===== src/hw/rtl/atr_pkg.sv =====
`timescale 1ns / 1ps
// ----------------------------------------------------------------------------
// atr_pkg
// Shared types and constants for the audio tag header recognizer.
// ----------------------------------------------------------------------------
package atr_pkg;

    // Window geometry
    localparam int WINDOW_BYTES = 4096;
    localparam int IDX_W        = 17;
    localparam int HDR_DEPTH    = 32;
    localparam int HDR_IDX_W    = 5;
    localparam int LEN_W        = 33;

    // Header positions
    localparam int ID3V2_HDR_LAST = 9;
    localparam int APE_HDR_LAST   = 31;
    localparam int ID3V1_HDR_LAST = 2;
    localparam int ID3V1X_HDR_LAST = 3;

    // Signatures
    localparam logic [23:0] ID3_MAGIC     = "ID3";
    localparam logic [63:0] APE_MAGIC     = "APETAGEX";
    localparam logic [23:0] TAG_MAGIC     = "TAG";
    localparam logic [31:0] TAG_EXT_MAGIC = "TAG+";

    // Field values
    localparam logic [31:0] APE_VER_1000   = 32'd1000;
    localparam logic [31:0] APE_VER_2000   = 32'd2000;
    localparam logic [7:0]  BYTE_ALL_ONES  = 8'hff;
    localparam logic [7:0]  ID3_FOOTER_BIT = 8'h10;
    localparam logic [7:0]  APE_HEADER_BIT = 8'h80;

    // Lengths
    localparam logic [LEN_W-1:0] ID3V2_HDR_LEN  = 33'd10;
    localparam logic [LEN_W-1:0] ID3V2_FTR_LEN  = 33'd10;
    localparam logic [LEN_W-1:0] APE_HDR_LEN    = 33'd32;
    localparam logic [LEN_W-1:0] ID3V1_LEN      = 33'd128;
    localparam logic [LEN_W-1:0] ID3V1_EXT_LEN  = 33'd227;

    typedef enum logic [2:0] {
        KIND_NONE      = 3'd0,
        KIND_ID3V2     = 3'd1,
        KIND_APE       = 3'd2,
        KIND_ID3V1     = 3'd3,
        KIND_ID3V1_EXT = 3'd4
    } tag_kind_t;

    typedef enum logic [1:0] {
        REGION_START      = 2'd0,
        REGION_ID3V1      = 2'd1,
        REGION_ID3V1_EXT  = 2'd2,
        REGION_APE_FOOTER = 2'd3
    } region_t;

    typedef struct packed {
        logic [7:0] data_byte;
        region_t    region;
        logic       window_last;
    } atr_item_t;

    typedef struct packed {
        tag_kind_t        tag_kind;
        logic [LEN_W-1:0] tag_length;
    } atr_result_t;

endpackage


===== src/hw/rtl/audio_tag_header_recognizer.sv =====
`timescale 1ns / 1ps
// ----------------------------------------------------------------------------
// audio_tag_header_recognizer
// Scans one window of audio file bytes for ID3v2, APE, ID3v1 and extended
// ID3v1 tags and reports the tag kind and length on the last byte.
// ----------------------------------------------------------------------------
// Result path: the last byte's transfer loads the input register, and the
//   result register loads when the scan stage takes that byte.
// Throughput: one byte per cycle; a closing byte waits only while the result
//   register still holds an untaken result.
// Reset: synchronous active-low aresetn clears the handshake valids and the
//   window position; captured header bytes are not cleared.
module audio_tag_header_recognizer (
    input  logic        aclk,
    input  logic        aresetn,
    input  logic        s_valid,
    output logic        s_ready,
    input  logic [7:0]  s_data_byte,
    input  logic [1:0]  s_region,
    input  logic        s_window_last,
    output logic        m_valid,
    input  logic        m_ready,
    output logic [2:0]  m_tag_kind,
    output logic [32:0] m_tag_length
);

    atr_pkg::atr_item_t   s_item;
    atr_pkg::atr_item_t   q_item;
    logic                 q_valid;
    logic                 q_take;
    logic                 out_free;
    logic                 r_valid;
    atr_pkg::atr_result_t r_result;
    atr_pkg::atr_result_t m_result;

    // Pack input ports
    assign s_item.data_byte   = s_data_byte;
    assign s_item.region      = atr_pkg::region_t'(s_region);
    assign s_item.window_last = s_window_last;

    atr_in_reg u_in_reg (
        .aclk    (aclk),
        .aresetn (aresetn),
        .s_valid (s_valid),
        .s_ready (s_ready),
        .s_item  (s_item),
        .q_valid (q_valid),
        .q_item  (q_item),
        .q_take  (q_take)
    );

    atr_scan u_scan (
        .aclk     (aclk),
        .aresetn  (aresetn),
        .q_valid  (q_valid),
        .q_item   (q_item),
        .q_take   (q_take),
        .out_free (out_free),
        .r_valid  (r_valid),
        .r_result (r_result)
    );

    atr_out_reg u_out_reg (
        .aclk     (aclk),
        .aresetn  (aresetn),
        .r_valid  (r_valid),
        .r_result (r_result),
        .out_free (out_free),
        .m_valid  (m_valid),
        .m_ready  (m_ready),
        .m_result (m_result)
    );

    // Unpack result ports
    assign m_tag_kind   = m_result.tag_kind;
    assign m_tag_length = m_result.tag_length;

endmodule


===== src/hw/rtl/atr_in_reg.sv =====
`timescale 1ns / 1ps
// ----------------------------------------------------------------------------
// atr_in_reg
// Input register: holds one accepted byte until the scan stage takes it.
// ----------------------------------------------------------------------------
module atr_in_reg (
    input  logic              aclk,
    input  logic              aresetn,
    input  logic              s_valid,
    output logic              s_ready,
    input  atr_pkg::atr_item_t s_item,
    output logic              q_valid,
    output atr_pkg::atr_item_t q_item,
    input  logic              q_take
);

    logic               valid_reg;
    logic               valid_next;
    atr_pkg::atr_item_t item_reg;

    // Accept when empty or when the held item leaves this cycle
    assign s_ready    = !valid_reg || q_take;
    assign valid_next = s_valid || (valid_reg && !q_take);

    always_ff @(posedge aclk) begin
        if (!aresetn) begin
            valid_reg <= 1'b0;
        end else if (s_ready) begin
            valid_reg <= valid_next;
        end
    end

    // Load payload on each input transfer
    always_ff @(posedge aclk) begin
        if (s_valid && s_ready) begin
            item_reg <= s_item;
        end
    end

    assign q_valid = valid_reg;
    assign q_item  = item_reg;

endmodule


===== src/hw/rtl/atr_scan.sv =====
`timescale 1ns / 1ps
// ----------------------------------------------------------------------------
// atr_scan
// Window scan: captures header bytes, tracks ID3v2 padding and decides the
// tag kind and length on the last byte of a window.
// ----------------------------------------------------------------------------
module atr_scan (
    input  logic                 aclk,
    input  logic                 aresetn,
    input  logic                 q_valid,
    input  atr_pkg::atr_item_t   q_item,
    output logic                 q_take,
    input  logic                 out_free,
    output logic                 r_valid,
    output atr_pkg::atr_result_t r_result
);

    logic [atr_pkg::IDX_W-1:0] byte_index_reg;
    logic [atr_pkg::IDX_W-1:0] byte_index_next;
    logic [atr_pkg::LEN_W-1:0] tag_end_reg;
    logic [atr_pkg::LEN_W-1:0] tag_end_next;
    logic [atr_pkg::LEN_W-1:0] tag_end_upd;
    logic                      padding_open_reg;
    logic                      padding_open_next;
    logic                      padding_open_upd;
    atr_pkg::region_t          region_latched_reg;
    atr_pkg::region_t          region_latched_next;
    logic [7:0]                header_bytes_reg [atr_pkg::HDR_DEPTH];

    logic [atr_pkg::IDX_W-1:0] idx;
    logic [7:0]                b;
    logic                      last_eff;
    atr_pkg::region_t          region_eff;
    logic [7:0]                hb [atr_pkg::HDR_DEPTH];

    logic                      id3_fields_ok;
    logic [atr_pkg::LEN_W-1:0] id3_base;
    logic                      id3_found;
    logic [31:0]               ape_ver;
    logic                      ape_found;
    logic [atr_pkg::LEN_W-1:0] ape_len;
    logic                      tag_found;
    logic                      tag_ext_found;

    assign idx      = byte_index_reg;
    assign b        = q_item.data_byte;
    assign last_eff = q_item.window_last ||
                      (idx == atr_pkg::IDX_W'(atr_pkg::WINDOW_BYTES - 1));
    assign region_eff = (idx == '0) ? q_item.region : region_latched_reg;

    // Take a byte unless it closes a window and the result slot is busy
    assign q_take  = q_valid && (!last_eff || out_free);
    assign r_valid = q_take && last_eff;

    // Header view with the current byte merged in
    always_comb begin
        for (int i = 0; i < atr_pkg::HDR_DEPTH; i++) begin
            hb[i] = (idx == atr_pkg::IDX_W'(i)) ? b : header_bytes_reg[i];
        end
    end

    // ID3v2 header checks and base length
    assign id3_fields_ok = ({hb[0], hb[1], hb[2]} == atr_pkg::ID3_MAGIC) &&
                           (hb[3] != atr_pkg::BYTE_ALL_ONES) &&
                           (hb[4] != atr_pkg::BYTE_ALL_ONES) &&
                           !hb[6][7] && !hb[7][7] && !hb[8][7] && !hb[9][7];
    assign id3_base = {5'd0, hb[6][6:0], hb[7][6:0], hb[8][6:0], hb[9][6:0]}
                    + atr_pkg::ID3V2_HDR_LEN
                    + (((hb[5] & atr_pkg::ID3_FOOTER_BIT) != 8'd0) ?
                       atr_pkg::ID3V2_FTR_LEN : '0);
    assign id3_found = id3_fields_ok && (idx >= atr_pkg::IDX_W'(atr_pkg::ID3V2_HDR_LAST));

    // APE header or footer checks and length
    assign ape_ver   = {hb[11], hb[10], hb[9], hb[8]};
    assign ape_found = (idx >= atr_pkg::IDX_W'(atr_pkg::APE_HDR_LAST)) &&
                       ({hb[0], hb[1], hb[2], hb[3], hb[4], hb[5], hb[6], hb[7]}
                        == atr_pkg::APE_MAGIC) &&
                       ((ape_ver == atr_pkg::APE_VER_1000) ||
                        (ape_ver == atr_pkg::APE_VER_2000)) &&
                       ({hb[24], hb[25], hb[26], hb[27],
                         hb[28], hb[29], hb[30], hb[31]} == 64'd0);
    assign ape_len = {1'b0, hb[15], hb[14], hb[13], hb[12]}
                   + (((ape_ver == atr_pkg::APE_VER_2000) &&
                       ((hb[23] & atr_pkg::APE_HEADER_BIT) != 8'd0)) ?
                      atr_pkg::APE_HDR_LEN : '0);

    // ID3v1 and extended ID3v1 checks
    assign tag_found = (idx >= atr_pkg::IDX_W'(atr_pkg::ID3V1_HDR_LAST)) &&
                       ({hb[0], hb[1], hb[2]} == atr_pkg::TAG_MAGIC);
    assign tag_ext_found = (idx >= atr_pkg::IDX_W'(atr_pkg::ID3V1X_HDR_LAST)) &&
                           ({hb[0], hb[1], hb[2], hb[3]} == atr_pkg::TAG_EXT_MAGIC);

    // Track ID3v2 tag end, extending it over zero padding
    always_comb begin
        tag_end_upd      = tag_end_reg;
        padding_open_upd = padding_open_reg;
        if (region_eff == atr_pkg::REGION_START) begin
            if (idx == atr_pkg::IDX_W'(atr_pkg::ID3V2_HDR_LAST)) begin
                if (id3_fields_ok) begin
                    tag_end_upd      = id3_base;
                    padding_open_upd = 1'b1;
                end else begin
                    padding_open_upd = 1'b0;
                end
            end else if ((idx > atr_pkg::IDX_W'(atr_pkg::ID3V2_HDR_LAST)) &&
                         padding_open_reg &&
                         ({{(atr_pkg::LEN_W - atr_pkg::IDX_W){1'b0}}, idx} == tag_end_reg)) begin
                if (b == 8'd0) begin
                    tag_end_upd = tag_end_reg + atr_pkg::LEN_W'(1);
                end else begin
                    padding_open_upd = 1'b0;
                end
            end
        end
    end

    // Advance window position; return to reset after the last byte
    always_comb begin
        if (last_eff) begin
            byte_index_next     = '0;
            region_latched_next = atr_pkg::REGION_START;
            tag_end_next        = '0;
            padding_open_next   = 1'b0;
        end else begin
            byte_index_next     = idx + atr_pkg::IDX_W'(1);
            region_latched_next = region_eff;
            tag_end_next        = tag_end_upd;
            padding_open_next   = padding_open_upd;
        end
    end

    // Select the result for the latched region
    always_comb begin
        r_result.tag_kind   = atr_pkg::KIND_NONE;
        r_result.tag_length = '0;
        case (region_eff)
            atr_pkg::REGION_START: begin
                if (id3_found) begin
                    r_result.tag_kind   = atr_pkg::KIND_ID3V2;
                    r_result.tag_length = tag_end_upd;
                end else if (ape_found) begin
                    r_result.tag_kind   = atr_pkg::KIND_APE;
                    r_result.tag_length = ape_len;
                end
            end
            atr_pkg::REGION_ID3V1: begin
                if (tag_found) begin
                    r_result.tag_kind   = atr_pkg::KIND_ID3V1;
                    r_result.tag_length = atr_pkg::ID3V1_LEN;
                end
            end
            atr_pkg::REGION_ID3V1_EXT: begin
                if (tag_ext_found) begin
                    r_result.tag_kind   = atr_pkg::KIND_ID3V1_EXT;
                    r_result.tag_length = atr_pkg::ID3V1_EXT_LEN;
                end
            end
            default: begin
                if (ape_found) begin
                    r_result.tag_kind   = atr_pkg::KIND_APE;
                    r_result.tag_length = ape_len;
                end
            end
        endcase
    end

    // Window state registers
    always_ff @(posedge aclk) begin
        if (!aresetn) begin
            byte_index_reg     <= '0;
            region_latched_reg <= atr_pkg::REGION_START;
            tag_end_reg        <= '0;
            padding_open_reg   <= 1'b0;
        end else if (q_take) begin
            byte_index_reg     <= byte_index_next;
            region_latched_reg <= region_latched_next;
            tag_end_reg        <= tag_end_next;
            padding_open_reg   <= padding_open_next;
        end
    end

    // Capture the first header bytes of the window
    always_ff @(posedge aclk) begin
        if (q_take && (idx < atr_pkg::IDX_W'(atr_pkg::HDR_DEPTH))) begin
            header_bytes_reg[idx[atr_pkg::HDR_IDX_W-1:0]] <= b;
        end
    end

endmodule


===== src/hw/rtl/atr_out_reg.sv =====
`timescale 1ns / 1ps
// ----------------------------------------------------------------------------
// atr_out_reg
// Result register: holds one result until the downstream transfer.
// ----------------------------------------------------------------------------
module atr_out_reg (
    input  logic                 aclk,
    input  logic                 aresetn,
    input  logic                 r_valid,
    input  atr_pkg::atr_result_t r_result,
    output logic                 out_free,
    output logic                 m_valid,
    input  logic                 m_ready,
    output atr_pkg::atr_result_t m_result
);

    logic                 valid_reg;
    atr_pkg::atr_result_t result_reg;

    // Slot is free when empty or draining this cycle
    assign out_free = !valid_reg || m_ready;

    always_ff @(posedge aclk) begin
        if (!aresetn) begin
            valid_reg <= 1'b0;
        end else if (out_free) begin
            valid_reg <= r_valid;
        end
    end

    // Load a new result only into a free slot
    always_ff @(posedge aclk) begin
        if (r_valid && out_free) begin
            result_reg <= r_result;
        end
    end

    assign m_valid  = valid_reg;
    assign m_result = result_reg;

endmodule


===== config.mk =====
export PLATFORM = sky130hd
export DESIGN_NAME = audio_tag_header_recognizer
export DESIGN_NICKNAME = d
export VERILOG_FILES = /design/src/hw/rtl/atr_pkg.sv /design/src/hw/rtl/audio_tag_header_recognizer.sv /design/src/hw/rtl/atr_in_reg.sv /design/src/hw/rtl/atr_scan.sv /design/src/hw/rtl/atr_out_reg.sv
export SDC_FILE = /design/constraint.sdc
export NUM_CORES = 1
export LEC_CHECK = 0
export BUFFER_PORTS_ARGS = -buffer_cell sky130_fd_sc_hd__buf_2
export CORE_ASPECT_RATIO = 2
export CORE_MARGIN = 1
export CORE_UTILIZATION = 40
export CTS_BUF_LIST = sky130_fd_sc_hd__clkbuf_4 sky130_fd_sc_hd__clkbuf_8
export DETAILED_ROUTE_END_ITERATION = 8
export MAX_ROUTING_LAYER = met4
export PLACE_DENSITY = 0.54
export SKIP_LAST_GASP = 1
export SLEW_MARGIN = 25
export SYNTH_ARGS = -nofsm -noshare
export SYNTH_HDL_FRONTEND = slang
export SYNTH_SLANG_ARGS = --single-unit

===== constraint.sdc =====
create_clock -name aclk -period 16.3 [get_ports aclk]
set_input_delay 0.815 -clock aclk [delete_from_list [all_inputs] [get_ports aclk]]
set_output_delay 0.815 -clock aclk [all_outputs]
set_load 0.01 [all_outputs]

==> results of run 1 <==
metrics by stage:
step	worst slack, ps	power, µW	instances
floorplan	11070	861	1420
global placement	10230	890	1877
detailed placement	10130	890	1877
CTS	10070	1610	1960
global route	9530	1640	1961
finish	9980	1590	1961
cell families after synthesis:
| kind of cell | after synthesis |
|---|---|
| buffers and inverters | 101 |
| AOI/OAI and AO/OA | 264 |
| muxes | 66 |
| adders and majority gates | 11 |
| DFF | 295 |
| xor gates and xnor gates | 103 |
| and+or+nand+nor | 580 |
how the worst min path moves through the flow:
stage | from | endpoint | slack [ps] | depth (start not counted)
5_1_grt | s_data_byte[4] | u_in_reg.q_item[7] | 370 | 1
4_1_cts | s_data_byte[4] | u_in_reg.q_item[7] | 350 | 1
6_report | s_data_byte[4] | u_in_reg.q_item[7] | 400 | 1
3_3_place_gp | u_scan.tag_end_reg[24] | u_scan.tag_end_reg[24] | 460 | 2
3_5_place_dp | u_scan.tag_end_reg[17] | u_scan.tag_end_reg[17] | 480 | 2
2_1_floorplan | u_scan.tag_end_reg[27] | u_scan.tag_end_reg[27] | 440 | 2
area by class of cell:
class,instances,area (µm²)
Multi-Input combinational cell,1024,6570
Tap cell,459,574
Clock buffer,61,783
Sequential cell,295,8310
Fill cell,3555,20200
Antenna cell,1,2.50
Timing Repair Buffer,82,485
Inverter,17,63.8
Clock inverter,22,280
synthesized netlist by cell type, types with 4 or more instances:
cell type / count
a21boi_0: 8
inv_1: 16
nor2_1: 99
nor4_1: 42
nand4b_1: 8
nor4b_1: 12
o22ai_1: 16
nor2b_1: 10
nand2_1: 139
ha_1: 11
xor2_1: 45
xnor2_1: 58
mux2i_1: 51
a21oi_1: 47
o21ai_0: 79
a21o_1: 7
clkbuf_1: 74
a32oi_1: 8
a22o_1: 9
o211ai_1: 10
mux2_2: 15
a211oi_1: 6
nor3b_1: 5
a31oi_1: 18
dfxtp_1: 55
o211a_1: 4
and4_1: 5
buf_1: 7
nand4_1: 43
or4_1: 8
or2_2: 9
and2_1: 13
nor3_1: 51
and3_1: 25
edfxtp_1: 240
o31ai_1: 8
and4b_1: 5
nand2b_1: 12
o221ai_1: 4
nand3b_1: 4
or3_1: 10
nand3_1: 63
layer usage:
metal / GRT usage [%] / wire length [µm]
met1: 27.5 / 18600
met2: 49.8 / 27600
met3: 3.25 / 2020
met4: 21.1 / 4270
met5: - / 0
worst max-delay path, stage by stage (launching register included):
cell and delay [ps]:
dfxtp_1 440, nor4_4 570, and4b_1 280, buf_4 290, nand2_1 90, buf_4 250, o21ai_0 610, ha_1 530
o21ai_0 130, a211oi_1 350, o21bai_1 430, o21a_1 330, a211oi_2 370, nand3b_2 180, nor4_1 610, nand3_1 180
xnor2_1 320, o21ai_0 120
power breakdown:
group / internal (µW) / switching, µW
Sequential: 817 / 2.95
Clock: 413 / 308
Combinational: 10.8 / 43.1
Total: 1240 / 354
cell usage in the layout (no fill, tap or decap), types with 9 or more instances in the layout:
cell type	instances
nand3_1	63
a31oi_1	18
nor2b_1	10
nor4_1	41
a21oi_1	46
nor2_1	99
mux2_2	15
or2_2	9
buf_4	30
nand2b_1	12
o21ai_0	79
inv_1	16
o22ai_1	16
and3_1	25
nor3_1	45
edfxtp_1	240
and2_1	13
buf_2	52
clkbuf_4	9
or3_1	10
nor4b_1	12
xor2_1	45
a22o_1	9
ha_1	11
nand2_1	139
nand4_1	43
mux2i_1	51
dfxtp_1	55
xnor2_1	58
clkbuf_8	52
o211ai_1	10
==> qor.yml, run 1 <==
setup_path:
  worstSetupStartpoint: "u_scan.byte_index_reg[4]"
  worstSetupEndpoint: "u_out_reg.m_result[26]"
  crit_fanout: 29
  crit_required_ps: 16650
  r2r_setup_slack_ps: 9980
  r2r_cells: 17
  timing.rr.start: "u_scan.byte_index_reg[4]"
  r2r-end: "u_out_reg.m_result[26]"
  end_kind: "register"
  cp_data_arrival_time_ps: 6660
  setup.worst_path.start_class: "register"
  path_class: "register to register"
power_and_ir_drop:
  p_leak_uw: 0.00597
  cellPowerDensity_nw_per_um2: 93.5
  peakVddDrop_uv: 40.0
sta:
  setup_tns_ps: 0
  setup_viol: 0
  post-route-period-util_pct: 38.8
  final_hold_viol_count: 0
  worst_slew_pin_slew_ps: 1060
  fin_crit_ps: 6320
  slew_violations: 0
  skew_ps: 27.9
  rsz0062_at_grt: "no"
  maxSlewHeadroom_pct: 29.2
  hold_slack_ps: 399
  fmax_mhz: 158
synthesis:
  synth_area_um2: 15200
  synthSimpleGateAreaFrac_pct: 20.4
  synthAdderAreaFrac_pct: 0.905
  seq_area_frac_synth_pct: 54.6
  yosysWarnings: 0
  syn_nets: 1446
  synthDistinctLibCells: 78
  synthTopCellsByArea: "edfxtp_1 (47%), dfxtp_1 (7.2%), nand2_1 (3.4%)"
  synth_top_area_cell: "edfxtp_1"
  synth_top_family_by_area: "simple AND/OR/NAND/NOR gates"
  synth-seq-cells: 295
  synth_area_per_cell_um2: 10.7
  async_reset_ff_share_pct: 0
  syn_inst: 1420
  synth_xor_area_share_pct: 5.93
  yosys.area.top_type_share_pct: 47.4
  synth_compound_area_share_pct: 11.2
  synth-edff-count: 240
  ys.flop_type: "edfxtp_1"
  muxShareOfSynthArea_pct: 4.47
cts:
  hold_buffers: 0
  cts_setup_buffers: 0
  cts_resized: 0
  cts_made_buffers: 45
  worst_setup_hold_path_clk_slew_ps: 70
  cts_buffer_depth: 3
  cts_tree: "built"
  cts_sinks: 295
  h-tree-depth: 2
  insertion_delay_ps: 600
  cts_root_buf: "clkbuf_8"
placed_design:
  gp_congestion: 0.960
  hpwl_mm: 38.3
  postPlaceCellArea_um2: 16000
  port_buffers: 52
floorplan:
  dieArea_um2: 38900
  coreArea_um2: 37300
  start_util_pct: 40.8
  die_w_um: 140
  ioPinCount: 53
  fp.dieH_um: 278
  core.rowCount: 100
route:
  drtIter0Drc: 782
  first_pass_iters: 5
  totalWireLength_mm: 52.4
  viasPerCell: 6.08
  num_vias: 11900
  drc: 0
  drtAntennaViolNets: 0
  detail_route.wl_per_cell_um: 26.7
cells_and_area:
  largest_register_ffs: 193
  area_growth_pct: 12.2
  post-route-util_pct: 45.8
  stdcell_area_um2: 17100
  finalNetCount: 1491
  drive_above_1_share_pct: 13.8
run:
  timing.max_cap.violations: 0
grt:
  grt_pass1_vias: 12000
  grt_pass1_wl_mm: 76.4
  antenna_found_initial: 3
  grt_max_degree: 44
  overflow: 0
  grt_usage_pct: 27.9
status:
  status: "completed"
min_path:
  hp-class: "primary input to register"
(Power assumes the default switching activity.)
==> inputs of run 2 (changes only) <==
--- a/config.mk
+++ b/config.mk
@@ -12,7 +12,7 @@
 export CTS_BUF_LIST = sky130_fd_sc_hd__clkbuf_4 sky130_fd_sc_hd__clkbuf_8
 export DETAILED_ROUTE_END_ITERATION = 8
 export MAX_ROUTING_LAYER = met4
-export PLACE_DENSITY = 0.54
+export PLACE_DENSITY = 0.57
 export SKIP_LAST_GASP = 1
 export SLEW_MARGIN = 25
 export SYNTH_ARGS = -nofsm -noshare
==> constraint.sdc (replaced) <==
create_clock -name aclk -period 5.5 [get_ports aclk]
set_input_delay 0.275 -clock aclk [delete_from_list [all_inputs] [get_ports aclk]]
set_output_delay 0.275 -clock aclk [all_outputs]
set_load 0.01 [all_outputs]
==> run 2 against run 1 <==
Effect of this change: sequential share of layout area down 0.83 points; critical path depth up 1; clock power rose to 2.5 times the previous value; critical path type unchanged; count of clock-buffer cells in the layout down 6; critical endpoint is now u_out_reg.m_result[17]; clock skew shrank 4.6 ps; sequential power grew to 3.0 times the previous value; register-to-register slack worse by 9700 ps; total power increased to 2.8 times the previous value; first-iteration DRC count is 9.7% higher; die area unchanged; sequential cell count stayed put; wire length is 1.1% higher; largest cell class unchanged.
==> qor.yml, run 2 (synthesis results as in run 1) <==
status:
  status: "completed"
cells_and_area:
  mostFrequentLayoutCells: "edfxtp_1 (240), nand2_1 (139), nor2_1 (98)"
  area_growth_pct: 14.1
  largest_register_ffs: 193
  final_common_cell: "edfxtp_1"
  drive_above_1_share_pct: 15.9
  finalNetCount: 1549
  finalNonFillerCells: 2013
  post-route-util_pct: 46.6
  fillerInstances: 3560
route:
  drc: 0
  first_pass_iters: 7
  viasPerCell: 6.10
  num_vias: 12300
  drtIter0Drc: 858
  totalWireLength_mm: 53.0
  drtAntennaViolNets: 0
  detail_route.wl_per_cell_um: 26.3
placed_design:
  dp.cells: 1926
  gp_congestion: 0.976
  place_ws_ps: -70.3
  port_buffers: 52
  hpwl_mm: 39.2
sta:
  fmax_mhz: 193
  setup_viol: 0
  maxSlewHeadroom_pct: 30.8
  worst_slack_ps: 330
  post-route-period-util_pct: 94.0
  skew_ps: 23.3
  final_hold_viol_count: 0
  rsz0062_at_grt: "yes"
  worst_slew_pin_slew_ps: 1030
  slew_violations: 0
  fin_crit_ps: 5170
cts:
  cts_made_buffers: 42
  cts_buffer_depth: 3
  h-tree-depth: 2
  cts_setup_buffers: 0
  cts_tree: "built"
  cts_sinks: 295
  cts_root_buf: "clkbuf_8"
  insertion_delay_ps: 610
  worst_setup_hold_path_clk_slew_ps: 70
setup_path:
  cpPeakStageDelay_ps: 570
  crit_required_ps: 5840
  end_kind: "register"
  slowest_stage: "dfxtp_1"
  setup.worst_path.start_class: "register"
  r2r_cells: 18
  cp_cell_sequence: "ha_1, buf_4, nand2_1, o21ai_0, and2_1, nand2_1, nor3_1, nand4_1, nor3_1, ha_1, ha_1, nand2b_1, or3b_2, nor2_2, nand2_1, xnor2_1, o21ai_0, o22ai_1"
  cp_data_arrival_time_ps: 5510
  crit_fanout: 11
  path_class: "register to register"
floorplan:
  coreArea_um2: 37300
  die_w_um: 140
  dieArea_um2: 38900
  ioPinCount: 53
  core.rowCount: 100
  fp.dieH_um: 278
  start_util_pct: 40.8
grt:
  grt_pass1_wl_mm: 78.6
  grt_usage_pct: 28.6
  overflow: 0
  antenna_found_initial: 1
  grt_max_degree: 43
  grt_pass1_vias: 12300
min_path:
  whs_path_depth: 3
  hp-class: "primary input to register"
run:
  timing.max_cap.violations: 0
power_and_ir_drop:
  peakVddDrop_uv: 122
  p_leak_uw: 0.00615
  cellPowerDensity_nw_per_um2: 255
## run 2: cell types whose count changed in the layout (fill, tap and decap cells not counted), moves of 2 or more
cell / delta
buf_4: +49
dlygate4sd3_1: +12
clkbuf_8: -7
clkinv_1: +5
bufinv_16: -4
clkinv_2: -3
inv_6: -2
## run 2: path summary, 6_finish.rpt
| check | end | from | slack (ps) |
|---|---|---|---|
| max | u_out_reg.m_result[17] | u_scan.byte_index_reg[0] | 330 |
| min reg2reg | u_scan.tag_end_reg[21] | u_scan.tag_end_reg[21] | 490 |
| min | u_out_reg.m_valid | m_ready | 40 |
| max reg2reg | u_out_reg.m_result[17] | u_scan.byte_index_reg[0] | 330 |
## run 2: timing repair
action / CTS / global route
hold buffers: 12 / 0
endpoints found under the hold margin: 12 / 0
gates resized for setup: 1 / 4
endpoints found under the setup margin: 2 / 10
## run 2: routing by layer
metal	vias up	wire (µm)	global-route usage [%]
li1	5598	-	-
met1	6007	18300	28.1
met2	489	28400	51.8
met3	192	2430	3.66
met4	0	3940	19.2
met5	-	0	-
## run 2: power by group
group,switching (µW),internal (µW)
sequential,9.00,2420
combinational,129,42.7
clock,893,927
total,1030,3390
## run 2: stage by stage
stage               total power, µW  cell area [µm²]  setup TNS [ps]  hold WS [ps]
floorplan                      2550            15200               0           374
global placement               2640            16300               0           452
detailed placement             2640            16300           -73.2           453
CTS                            4450            17300               0          32.5
global route                   4540            17400            -117          58.5
finish                         4420            17400               0          36.4
## run 2: layout make-up
type | count | area, µm² | area share (%)
diodes | 1 | 2.50 | 0.0144
repair buffers | 143 | 973 | 5.61
flip-flops and latches | 295 | 8310 | 47.9
clock buffers | 55 | 694 | 4.00
inverters | 17 | 63.8 | 0.367
well taps | 459 | 574 | 3.31
multi-input cells | 1024 | 6590 | 37.9
clock inverters | 19 | 161 | 0.930
## run 2: worst max-delay path: cells and delay by family (launching register included)
family,cells,cell delay (ps)
adders and majority gates,3,620
DFF,1,570
and+or+nand+nor,10,2510
AOI/OAI and AO/OA,3,810
buffers and inverters,1,250
xor gates and xnor gates,1,140
